## src/rtl/core/u16w8_pkg.sv

```systemverilog
// Shared types, constants and byte encoding for the UTF-16 to WTF-8 transcoder.
package u16w8_pkg;

    localparam int unsigned Q_DEPTH   = 4;
    localparam int unsigned QPTR_W    = $clog2(Q_DEPTH);
    localparam int unsigned MAX_BYTES = 6;

    localparam logic [5:0]  HIGH_TAG     = 6'b110110;
    localparam logic [5:0]  LOW_TAG      = 6'b110111;
    localparam logic [20:0] SUPP_BASE    = 21'h10000;
    localparam logic [20:0] LIM_ONE      = 21'h00007f;
    localparam logic [20:0] LIM_TWO      = 21'h0007ff;
    localparam logic [20:0] LIM_THREE    = 21'h00ffff;
    localparam logic [7:0]  LEAD_TWO     = 8'hc0;
    localparam logic [7:0]  LEAD_THREE   = 8'he0;
    localparam logic [7:0]  LEAD_FOUR    = 8'hf0;
    localparam logic [7:0]  CONT_MARK    = 8'h80;
    localparam logic [7:0]  SURR_LEAD    = 8'hed;
    localparam logic [7:0]  SURR_HI_MARK = 8'ha0;

    typedef struct packed {
        logic [15:0] code_unit;
        logic        unit_last;
    } t_in_req;

    typedef struct packed {
        logic [7:0] out_byte;
        logic       run_last;
        logic       string_last;
    } t_out_req;

    // One encoded code point: b[0] goes out first.
    typedef struct packed {
        logic [3:0][7:0] b;
        logic [2:0]      n;
    } t_point_enc;

    // One queued job: the full byte run caused by one accepted unit.
    typedef struct packed {
        logic [MAX_BYTES-1:0][7:0] seq;
        logic [2:0]                count;
        logic                      last;
    } t_job;

    function automatic t_point_enc encode_point(input logic [20:0] v);
        t_point_enc e;
        e = '0;
        if (v <= LIM_ONE) begin
            e.n    = 3'd1;
            e.b[0] = v[7:0];
        end else if (v <= LIM_TWO) begin
            e.n    = 3'd2;
            e.b[0] = LEAD_TWO | {3'b000, v[10:6]};
            e.b[1] = CONT_MARK | {2'b00, v[5:0]};
        end else if (v <= LIM_THREE) begin
            e.n    = 3'd3;
            e.b[0] = LEAD_THREE | {4'b0000, v[15:12]};
            e.b[1] = CONT_MARK | {2'b00, v[11:6]};
            e.b[2] = CONT_MARK | {2'b00, v[5:0]};
        end else begin
            e.n    = 3'd4;
            e.b[0] = LEAD_FOUR | {5'b00000, v[20:18]};
            e.b[1] = CONT_MARK | {2'b00, v[17:12]};
            e.b[2] = CONT_MARK | {2'b00, v[11:6]};
            e.b[3] = CONT_MARK | {2'b00, v[5:0]};
        end
        return e;
    endfunction

endpackage

```

## src/rtl/core/utf16_to_wtf8_transcoder.sv

```systemverilog
// Top level of the UTF-16 to WTF-8 transcoder.
//
// This block turns a stream of UTF-16 code units into WTF-8 bytes. Each input
// request carries one code unit and a flag for the last unit of the string; each
// output request carries one byte, a flag on the last byte caused by that unit,
// and a flag on the final byte of the string. A high surrogate is held back
// until the next unit arrives: followed by a low surrogate it becomes a
// four-byte supplementary character, and otherwise it is sent alone as three
// bytes, as are lone low surrogates. A high surrogate that ends the string is
// sent at once. The front end accepts one unit per cycle while its four-entry
// job queue has room, and a held high surrogate produces no bytes until the
// next unit. The back end sends exactly one byte per cycle while the queue holds
// a job and the output is not stalled. A unit yields one to three bytes for an
// ordinary character, four for a surrogate pair (all caused by its low unit),
// and up to six when a flushed surrogate precedes a new character. Sustained
// throughput is therefore set by the byte serializer. When the queue is empty,
// the first byte of an accepted unit passes through the job queue and then the
// output register. The output register holds the current byte while it is
// stalled; the next byte is taken from the queue only once the slot is free.
module utf16_to_wtf8_transcoder (
    input  logic                i_clk,
    input  logic                i_rst_n,
    input  logic                i_in_valid,
    output logic                o_in_stall,
    input  u16w8_pkg::t_in_req  i_in_req,
    output logic                o_out_valid,
    input  logic                i_out_stall,
    output u16w8_pkg::t_out_req o_out_req
);

    logic            q_full;
    logic            q_empty;
    logic            push;
    logic            pop;
    u16w8_pkg::t_job push_job;
    u16w8_pkg::t_job head_job;

    // Classification and surrogate pairing; builds the whole byte run per unit.
    u16w8_front u_front (
        .i_clk      (i_clk),
        .i_rst_n    (i_rst_n),
        .i_in_valid (i_in_valid),
        .o_in_stall (o_in_stall),
        .i_in_req   (i_in_req),
        .i_q_full   (q_full),
        .o_push     (push),
        .o_job      (push_job)
    );

    // Decouples unit acceptance from byte output so each side stalls on its own.
    u16w8_queue u_queue (
        .i_clk   (i_clk),
        .i_rst_n (i_rst_n),
        .i_push  (push),
        .i_job   (push_job),
        .i_pop   (pop),
        .o_full  (q_full),
        .o_empty (q_empty),
        .o_head  (head_job)
    );

    // Byte serializer; the job leaves the queue with its last byte.
    u16w8_back u_back (
        .i_clk       (i_clk),
        .i_rst_n     (i_rst_n),
        .i_q_empty   (q_empty),
        .i_head      (head_job),
        .o_pop       (pop),
        .o_out_valid (o_out_valid),
        .i_out_stall (i_out_stall),
        .o_out_req   (o_out_req)
    );

endmodule

```

## src/rtl/core/u16w8_front.sv

```systemverilog
// Front end: accepts code units, pairs surrogates and builds the byte run of each unit.
module u16w8_front (
    input  logic               i_clk,
    input  logic               i_rst_n,
    input  logic               i_in_valid,
    output logic               o_in_stall,
    input  u16w8_pkg::t_in_req i_in_req,
    input  logic               i_q_full,
    output logic               o_push,
    output u16w8_pkg::t_job    o_job
);

    logic       r_high_pending;
    logic [9:0] r_held_bits;
    logic       n_high_pending;
    logic [9:0] n_held_bits;

    logic                  accept;
    logic                  is_high;
    logic                  is_low;
    logic                  pair;
    logic                  pre;
    logic                  hold;
    logic [20:0]           main_cp;
    u16w8_pkg::t_point_enc main_enc;
    logic [2:0]            main_n;

    assign o_in_stall = i_q_full;
    assign accept     = i_in_valid && !i_q_full;

    assign is_high = (i_in_req.code_unit[15:10] == u16w8_pkg::HIGH_TAG);
    assign is_low  = (i_in_req.code_unit[15:10] == u16w8_pkg::LOW_TAG);
    assign pair    = r_high_pending && is_low;
    assign pre     = r_high_pending && !is_low;
    assign hold    = !pair && is_high && !i_in_req.unit_last;

    assign main_cp  = pair ? ({1'b0, r_held_bits, i_in_req.code_unit[9:0]} + u16w8_pkg::SUPP_BASE)
                           : {5'b00000, i_in_req.code_unit};
    assign main_enc = u16w8_pkg::encode_point(main_cp);
    assign main_n   = hold ? 3'd0 : main_enc.n;

    // A flushed high surrogate is always three bytes and goes first; the unit
    // that follows it is never part of a pair, so it needs at most three more.
    always_comb begin
        o_job      = '0;
        o_job.last = i_in_req.unit_last;
        if (pre) begin
            o_job.seq[0] = u16w8_pkg::SURR_LEAD;
            o_job.seq[1] = u16w8_pkg::SURR_HI_MARK | {4'b0000, r_held_bits[9:6]};
            o_job.seq[2] = u16w8_pkg::CONT_MARK | {2'b00, r_held_bits[5:0]};
            o_job.seq[3] = main_enc.b[0];
            o_job.seq[4] = main_enc.b[1];
            o_job.seq[5] = main_enc.b[2];
            o_job.count  = 3'd3 + main_n;
        end else begin
            o_job.seq[0] = main_enc.b[0];
            o_job.seq[1] = main_enc.b[1];
            o_job.seq[2] = main_enc.b[2];
            o_job.seq[3] = main_enc.b[3];
            o_job.count  = main_n;
        end
    end

    assign o_push = accept && (o_job.count != 3'd0);

    always_comb begin
        n_high_pending = r_high_pending;
        n_held_bits    = r_held_bits;
        if (accept) begin
            n_high_pending = hold;
            n_held_bits    = hold ? i_in_req.code_unit[9:0] : 10'd0;
        end
    end

    always_ff @(posedge i_clk) begin
        if (!i_rst_n) begin
            r_high_pending <= 1'b0;
            r_held_bits    <= 10'd0;
        end else begin
            r_high_pending <= n_high_pending;
            r_held_bits    <= n_held_bits;
        end
    end

endmodule

```

## src/rtl/core/u16w8_queue.sv

```systemverilog
// Job queue between the front end and the byte serializer.
module u16w8_queue (
    input  logic            i_clk,
    input  logic            i_rst_n,
    input  logic            i_push,
    input  u16w8_pkg::t_job i_job,
    input  logic            i_pop,
    output logic            o_full,
    output logic            o_empty,
    output u16w8_pkg::t_job o_head
);

    u16w8_pkg::t_job r_mem [u16w8_pkg::Q_DEPTH];

    logic [u16w8_pkg::QPTR_W-1:0] r_wr_ptr;
    logic [u16w8_pkg::QPTR_W-1:0] r_rd_ptr;
    logic [u16w8_pkg::QPTR_W:0]   r_count;
    logic [u16w8_pkg::QPTR_W-1:0] n_wr_ptr;
    logic [u16w8_pkg::QPTR_W-1:0] n_rd_ptr;
    logic [u16w8_pkg::QPTR_W:0]   n_count;

    assign o_full  = (r_count == (u16w8_pkg::QPTR_W + 1)'(u16w8_pkg::Q_DEPTH));
    assign o_empty = (r_count == '0);
    assign o_head  = r_mem[r_rd_ptr];

    always_comb begin
        n_wr_ptr = r_wr_ptr;
        n_rd_ptr = r_rd_ptr;
        n_count  = r_count;
        if (i_push) begin
            n_wr_ptr = r_wr_ptr + 1'b1;
        end
        if (i_pop) begin
            n_rd_ptr = r_rd_ptr + 1'b1;
        end
        if (i_push && !i_pop) begin
            n_count = r_count + 1'b1;
        end else if (!i_push && i_pop) begin
            n_count = r_count - 1'b1;
        end
    end

    always_ff @(posedge i_clk) begin
        if (i_push) begin
            r_mem[r_wr_ptr] <= i_job;
        end
    end

    always_ff @(posedge i_clk) begin
        if (!i_rst_n) begin
            r_wr_ptr <= '0;
            r_rd_ptr <= '0;
            r_count  <= '0;
        end else begin
            r_wr_ptr <= n_wr_ptr;
            r_rd_ptr <= n_rd_ptr;
            r_count  <= n_count;
        end
    end

endmodule

```

## src/rtl/core/u16w8_back.sv

```systemverilog
// Back end: sends queued job bytes via an output register, one per cycle unless stalled.
module u16w8_back (
    input  logic                i_clk,
    input  logic                i_rst_n,
    input  logic                i_q_empty,
    input  u16w8_pkg::t_job     i_head,
    output logic                o_pop,
    output logic                o_out_valid,
    input  logic                i_out_stall,
    output u16w8_pkg::t_out_req o_out_req
);

    logic                r_out_valid;
    u16w8_pkg::t_out_req r_out_req;
    logic [2:0]          r_idx;
    logic                n_out_valid;
    u16w8_pkg::t_out_req n_out_req;
    logic [2:0]          n_idx;

    logic slot_free;
    logic send;
    logic run_end;

    assign slot_free = !r_out_valid || !i_out_stall;
    assign send      = slot_free && !i_q_empty;
    assign run_end   = (r_idx == (i_head.count - 3'd1));
    assign o_pop     = send && run_end;

    always_comb begin
        n_out_valid = r_out_valid;
        n_out_req   = r_out_req;
        n_idx       = r_idx;
        if (slot_free) begin
            n_out_valid = send;
        end
        if (send) begin
            n_out_req.out_byte    = i_head.seq[r_idx];
            n_out_req.run_last    = run_end;
            n_out_req.string_last = run_end && i_head.last;
            n_idx                 = run_end ? 3'd0 : r_idx + 3'd1;
        end
    end

    always_ff @(posedge i_clk) begin
        if (!i_rst_n) begin
            r_out_valid <= 1'b0;
            r_idx       <= 3'd0;
        end else begin
            r_out_valid <= n_out_valid;
            r_idx       <= n_idx;
        end
    end

    always_ff @(posedge i_clk) begin
        r_out_req <= n_out_req;
    end

    assign o_out_valid = r_out_valid;
    assign o_out_req   = r_out_req;

endmodule

```

## config.mk

```make
export PLATFORM = sky130hd
export DESIGN_NAME = utf16_to_wtf8_transcoder
export DESIGN_NICKNAME = d
export VERILOG_FILES = /design/src/rtl/core/u16w8_pkg.sv /design/src/rtl/core/utf16_to_wtf8_transcoder.sv /design/src/rtl/core/u16w8_front.sv /design/src/rtl/core/u16w8_queue.sv /design/src/rtl/core/u16w8_back.sv
export SDC_FILE = /design/constraint.sdc
export NUM_CORES = 1
export LEC_CHECK = 0
export BUFFER_PORTS_ARGS = -buffer_cell sky130_fd_sc_hd__buf_2
export CORE_MARGIN = 10
export CORE_UTILIZATION = 50
export DETAILED_ROUTE_END_ITERATION = 12
export PLACE_DENSITY = 0.66
export REMOVE_ABC_BUFFERS = 1
export SLEW_MARGIN = 30
export SYNTH_ARGS = -nofsm -noshare
export SYNTH_HDL_FRONTEND = slang
export SYNTH_SLANG_ARGS = --single-unit
```

## constraint.sdc

```tcl
create_clock -name i_clk -period 6.96 [get_ports i_clk]
set_clock_uncertainty 0.2 [all_clocks]
set_input_delay 2.088 -clock i_clk [delete_from_list [all_inputs] [get_ports i_clk]]
set_output_delay 2.088 -clock i_clk [all_outputs]
set_load 0.03 [all_outputs]
```

After elaboration in Yosys (flattened, before gate mapping):

Memory sizes are Yosys's and may differ from the RTL's. A register that Yosys moved wholly into a read port is not among the register bits.
Index checks and enable logic that the tools add are counted.
Widths: inputs -> output; s select.

* bits in registers: 32
* bits in writable memories: 208
* input port bits: 21
* word-level logic and storage cells: 71
* memories: 1

* add/subtract/negate cells: 8
* $lt $le $gt $ge: 4
* eq/ne operators: 4
* muxes and demuxes: 20
* reduce and logical (&&, ||, !) cells: 24

Memories
* u_queue.r_mem: depth 4, width 52, read ports 1, clocked after memory_dff 1, write ports 1, line u16w8_queue.sv:13 `u16w8_pkg::t_job r_mem [u16w8_pkg::Q_DEPTH];`

Operator list (number)
* $mux 35: 1
* $mux 16: 2
* $mux 25: 1
* $bmux 8 s3: 1
* $mux 24: 1
* $add 20x17->21 const B: 1
* $le 21x11->1 const B: 1
* $le 21x16->1 const B: 1
* $le 21x7->1 const B: 1
* $mux 21: 1
* $mux 19: 1
* $mux 8: 2
* $eq 6x6->1 const B: 2
* $mux 3: 4
* $logic_and 1x1->1: 11
* $mux 11: 1
* $mux 10: 1
* $logic_not 1->1: 9
* $add 3x1->3 const B: 2
* $sub 3x1->3 const B: 2
* $add 2x1->2 const B: 2
* $lt 3x4->1 const B: 1
* $mux 2: 2
* $add 2x3->3 const A: 1
* 7 further kinds: 8

Depth between registers and ports, before layout:

* depth in word-level cells: 16
* mapped depth: 16

Modules after synthesis:

Synthesis repeated with hierarchy kept, for this count alone.

* cell total of the unflattened synthesis: 618
* area, all modules: 10660.2 µm²

Modules (own cells, without submodules)
* u16w8_queue: instances 1, cells an instance 315, area an instance 8010.2 µm², seq. area each 6426.2 µm²
* u16w8_front: instances 1, cells an instance 228, area an instance 1670.4 µm², seq. area each 220.2 µm²
* u16w8_back: instances 1, cells an instance 75, area an instance 979.7 µm², seq. area each 380.4 µm²

Least setup slack after synthesis:

No wires, ideal clock.

* path type: input port to flip-flop
* from: input i_in_req[15] in the netlist's numbering
* to: memory u_queue.r_mem[0][0] in the netlist's numbering (enable)
* library setup time: 0.410 ns
* data arrival time: 3.991 ns
* path slack: 2.358 ns
* cell stages on the path: 4
* path through: nand2_1 -> o31ai_4 -> a21oi_1 -> and2_1

* longest elaborated chain between the ends: 14
* elaborated cells between the ends (all ways): 22
* classes of those cells: add/sub (1); order compare (3); eq/ne (2); mux (8); reduce/logical (8)

Ends and longest elaborated chain
* start, declared: line utf16_to_wtf8_transcoder.sv:25 `input u16w8_pkg::t_in_req i_in_req,`
* $eq 6x6->1: line u16w8_front.sv:32 `assign is_low = (i_in_req.code_unit[15:10] == u16w8_pkg::LOW_TAG);`
* $logic_and 1x1->1: line u16w8_front.sv:33 `assign pair = r_high_pending && is_low;`
* $mux 21: line u16w8_front.sv:37 `assign main_cp = pair ? ({1'b0, r_held_bits, i_in_req.code_unit[9:0]} + u16w8_pkg::SUPP_BASE)`
* $le 21x16->1: line u16w8_pkg.sv:55 `end else if (v <= LIM_THREE) begin`
* $mux 25: line u16w8_pkg.sv:55
* $mux 19: line u16w8_pkg.sv:51 `end else if (v <= LIM_TWO) begin`
* $mux 11: line u16w8_pkg.sv:48 `if (v <= LIM_ONE) begin`
* $mux 3: line u16w8_front.sv:40 `assign main_n = hold ? 3'd0 : main_enc.n;`
* $add 2x3->3: line u16w8_front.sv:54 `o_job.count = 3'd3 + main_n;`
* $mux 35 (*): line u16w8_front.sv:47 `if (pre) begin`
* $reduce_bool 3->1 (*): line u16w8_front.sv:64 `assign o_push = accept && (o_job.count != 3'd0);`
* $logic_and 1x1->1 (*): line u16w8_front.sv:64
* via push: line utf16_to_wtf8_transcoder.sv:33 `logic push;`
* $mux 1 (*): line u16w8_queue.sv:44 `if (i_push) begin`
* $mux 1 (not written as such) (*): line u16w8_queue.sv:45 `r_mem[r_wr_ptr] <= i_job;`
* end, declared: line u16w8_queue.sv:13

The timed path passes the listed nets; every way through them passes the cells marked *.

Worst setup path after layout:

* from: input i_in_req[15] in the netlist's numbering
* to: memory u_queue.r_mem[1][4] in the netlist's numbering (enable)

Same word-level chain as after synthesis.

==> load_flow_metrics.sql <==
INSERT INTO impl_metrics (metric_group, metric, value, unit) VALUES
('status', 'run_status', 'finished, final reports clean', ''),
('routing', 'totalWireLength', '22.1', 'mm'),
('flow_run', 'cap_violations', '0', ''),
('routing', 'first_pass_iters', '5', ''),
('cells_and_area', 'antenna_cells', '0', ''),
('timing', 'final.period_utilization', '66.3', '%'),
('cells_and_area', 'drive_above_1_share', '23.4', '%'),
('global_routing', 'grt_start_max_net_pins', '46', ''),
('cells_and_area', 'relative_area_change_from_synthesis_to_final_layout', '12.1', '%'),
('cells_and_area', 'layout_common_cells', '202 x sky130_fd_sc_hd__edfxtp_1, 55 x sky130_fd_sc_hd__mux4_2, 32 x sky130_fd_sc_hd__buf_2, 31 x sky130_fd_sc_hd__nand2_1, 28 x sky130_fd_sc_hd__a21oi_1', ''),
('power_and_ir_drop', 'vdd.ir_drop.worst', '0.000184', 'V'),
('cts', 'insertion_delay', '510', 'ps'),
('logic_synthesis', 'synth.top_cell.area_share', '62.0', '%'),
('power_and_ir_drop', 'comb_power_share', '19.1', '%'),
('worst_setup_path', 'rrSetupSlack', '2790', 'ps'),
('floorplanning', 'initial_core_utilization', '50.6', '%'),
('routing', 'total_number_of_vias', '5653', ''),
('logic_synthesis', 'synth_enable_flop_cells', '202', ''),
('global_routing', 'first_global_vias', '5758', ''),
('cts', 'postCtsSetupRepairBufs', '0', ''),
('logic_synthesis', 'ys_seq_elements', '226', ''),
('timing', 'worst-slew-pin-transition', '958', 'ps'),
('floorplanning', 'placement_rows', '51', ''),
('worst_setup_path', 'timing_worst_setup_path_type', 'in -> reg', ''),
('worst_setup_path', 'crit_path_end_kind', 'flip-flop', ''),
('routing', 'detail_route.iter0.violations', '533', ''),
('cts', 'cts_made_buffers', '23', ''),
('power_and_ir_drop', 'total_switching_power', '0.977', 'mW'),
('cts', 'htree_num_levels', '1', ''),
('power_and_ir_drop', 'power.sequential.fraction', '48.2', '%'),
('timing', 'layout_min_cycle_time', '4610', 'ps'),
('routing', 'detail_route.wl_per_cell', '24.0', 'µm'),
('worst_setup_path', 'critPathSlowestCell', 'sky130_fd_sc_hd__and2_2', ''),
('worst_setup_path', 'crit_fanout', '45', ''),
('logic_synthesis', 'netlist-cell-type-count', '65', ''),
('worst_setup_path', 'worst-endpoint-required', '6930', 'ps'),
('cells_and_area', 'numnets_final', '670', ''),
('timing', 'worst_slew_margin_rel', '36.0', '%'),
('timing', 'timing.final.max_slew_violations', '0', ''),
('routing', 'drcViolationCount', '0', ''),
('cells_and_area', 'layout_commonest_cell', 'sky130_fd_sc_hd__edfxtp_1', ''),
('min_path', 'hold_class', 'reg -> reg', ''),
('power_and_ir_drop', 'p_sw_share', '26.8', '%'),
('timing', 'setup_tns', '0', 'ps'),
('placed_design', 'dp.final_hpwl', '14.1', 'mm'),
('power_and_ir_drop', 'p_int', '2.67', 'mW'),
('power_and_ir_drop', 'p_leak', '3.62', 'nW'),
('placed_design', 'gpl.final_weighted_congestion', '0.922', ''),
('floorplanning', 'die-width', '160', 'µm'),
('timing', 'unrepaired_setup_endpoints_after_global_routing', 'false', ''),
('power_and_ir_drop', 'power_density_over_the_cells', '333', 'nW/µm²'),
('worst_setup_path', 'crit_path_cell_trace', 'buf_2 > nand2_1 > o31ai_4 > buf_4 > a21oi_1 > and2_2 > buf_4', ''),
('cts', 'cts_max_path_buffers', '3', ''),
('timing', 'setup-violations-final', '0', ''),
('global_routing', 'globalRoute.totalOverflow', '0', ''),
('logic_synthesis', 'ys.warnings.count', '0', ''),
('worst_setup_path', 'setup.worst_path.end', 'u_queue.r_mem[1][4]', ''),
('global_routing', 'grt_usage', '16.8', '%'),
('worst_setup_path', 'worst_r2r_endpoint', 'u_queue.r_count[2]', ''),
('logic_synthesis', 'synthCells', '603', ''),
('cts', 'clock_tree_from_tritoncts', 'built', ''),
('worst_setup_path', 'dominant_cell_type_by_count_on_the_critical_path', 'sky130_fd_sc_hd__buf_4', ''),
('logic_synthesis', 'avgSynthCellArea', '16.2', 'µm²'),
('global_routing', 'grt_pass1_wl', '34.0', 'mm'),
('placed_design', 'port_buffers', '32', ''),
('timing', 'max_freq', '217', 'MHz'),
('logic_synthesis', 'synth.yosys.seq_area_share', '66.9', '%'),
('logic_synthesis', 'ys_dominant_reg_cell', 'sky130_fd_sc_hd__edfxtp_1', ''),
('worst_setup_path', 'worst_ep_arrival_time', '4580', 'ps'),
('worst_setup_path', 'ff2ff_path_depth', '14', ''),
('floorplanning', 'core_region_area', '19300', 'µm²');
-- power groups by stage --
stage	clock, mW	combinational [mW]	sequential (mW)
after detailed placement	0	0.702	1.79
after floorplan	0	0.398	1.85
after global routing	1.26	0.758	1.78
final	1.19	0.698	1.76
after CTS	1.21	0.708	1.76
after global placement	0	0.661	1.80
-- worst min-delay path by stage --
stage,startpoint,endpoint,slack (ps),depth (start not counted)
6_report,u_queue.r_rd_ptr[1],flip-flop,280,2
5_1_grt,u_queue.r_rd_ptr[1],flip-flop,310,2
4_1_cts,u_queue.r_rd_ptr[1],flip-flop,290,2
3_5_place_dp,u_queue.r_rd_ptr[1],flip-flop,280,2
3_3_place_gp,u_queue.r_rd_ptr[1],flip-flop,260,2
2_1_floorplan,u_queue.r_rd_ptr[1],flip-flop,250,2
-- kinds of logic (layout without fill, tap and decap cells) --
family / after synthesis / after routing / share of synthesized area (%)
adder cells (fa/ha/maj): 9 / 9 / 1.23
flip-flops: 226 / 226 / 66.9
multiplexers: 67 / 67 / 13.9
XOR/XNOR: 12 / 12 / 1.07
buffers and inverters: 54 / 106 / 2.45
AND/OR/NAND/NOR: 125 / 125 / 6.52
AO/OA/AOI/OAI: 110 / 110 / 7.93
-- cell type report --
type,instances,area (µm²),area share [%]
inverter,22,82.6,0.753
clock inverter,9,91.3,0.833
clock buffer,31,636,5.79
multi-input combinational,323,3010,27.5
tap,265,332,3.02
timing repair buffer,44,263,2.40
sequential,226,6550,59.7
-- critical path, delay by kind of cell --
| family | cells | cell delay [ps] |
|---|---|---|
| buf+inv | 3 | 870 |
| simple gates | 2 | 970 |
| compound gates | 2 | 600 |
-- sequential cells by signal, indices dropped and copies added, names as in the netlist, named ones only --
| name | count |
|---|---|
| u_queue.r_mem | 192 |
| u_back.o_out_req | 10 |
| u_front.r_held_bits | 10 |
| u_back.r_idx | 3 |
| u_queue.r_count | 3 |
| u_queue.r_rd_ptr | 2 |
| u_queue.r_wr_ptr | 2 |
| u_back.o_out_valid | 1 |
| u_front.r_high_pending | 1 |
-- metal layers --
layer  wire, µm  track usage (%)
met5          0                0
met2      10400             26.8
met1       9350             22.6
met3       1480             2.98
met4        869             6.80
-- metrics by stage --
stage | power (mW) | worst slack, ps | hold WS [ps] | area (µm²) | instances
floorplan | 2.25 | 1780 | 249 | 9630 | 571
global placement | 2.46 | 1840 | 256 | 10200 | 879
detailed placement | 2.49 | 1740 | 276 | 10200 | 880
CTS | 3.68 | 2250 | 287 | 11000 | 920
global route | 3.80 | 2110 | 309 | 11000 | 920
finish | 3.65 | 2350 | 285 | 11000 | 920
-- synth_stat cells, types with 8 or more instances --
master and instances:
sky130_fd_sc_hd__a31oi_1 8, sky130_fd_sc_hd__nand2_1 31, sky130_fd_sc_hd__edfxtp_1 202, sky130_fd_sc_hd__ha_1 8
sky130_fd_sc_hd__nand3_1 17, sky130_fd_sc_hd__a21oi_1 29, sky130_fd_sc_hd__xnor2_1 8, sky130_fd_sc_hd__inv_1 22
sky130_fd_sc_hd__mux4_2 55, sky130_fd_sc_hd__mux2i_1 11, sky130_fd_sc_hd__o22ai_1 10, sky130_fd_sc_hd__nor3_1 10
sky130_fd_sc_hd__dfxtp_1 24, sky130_fd_sc_hd__buf_2 9, sky130_fd_sc_hd__clkbuf_1 14, sky130_fd_sc_hd__and2_1 13
sky130_fd_sc_hd__a21boi_0 12, sky130_fd_sc_hd__o21ai_0 12, sky130_fd_sc_hd__nor2_1 26
Power figures use the tool's default switching activity.
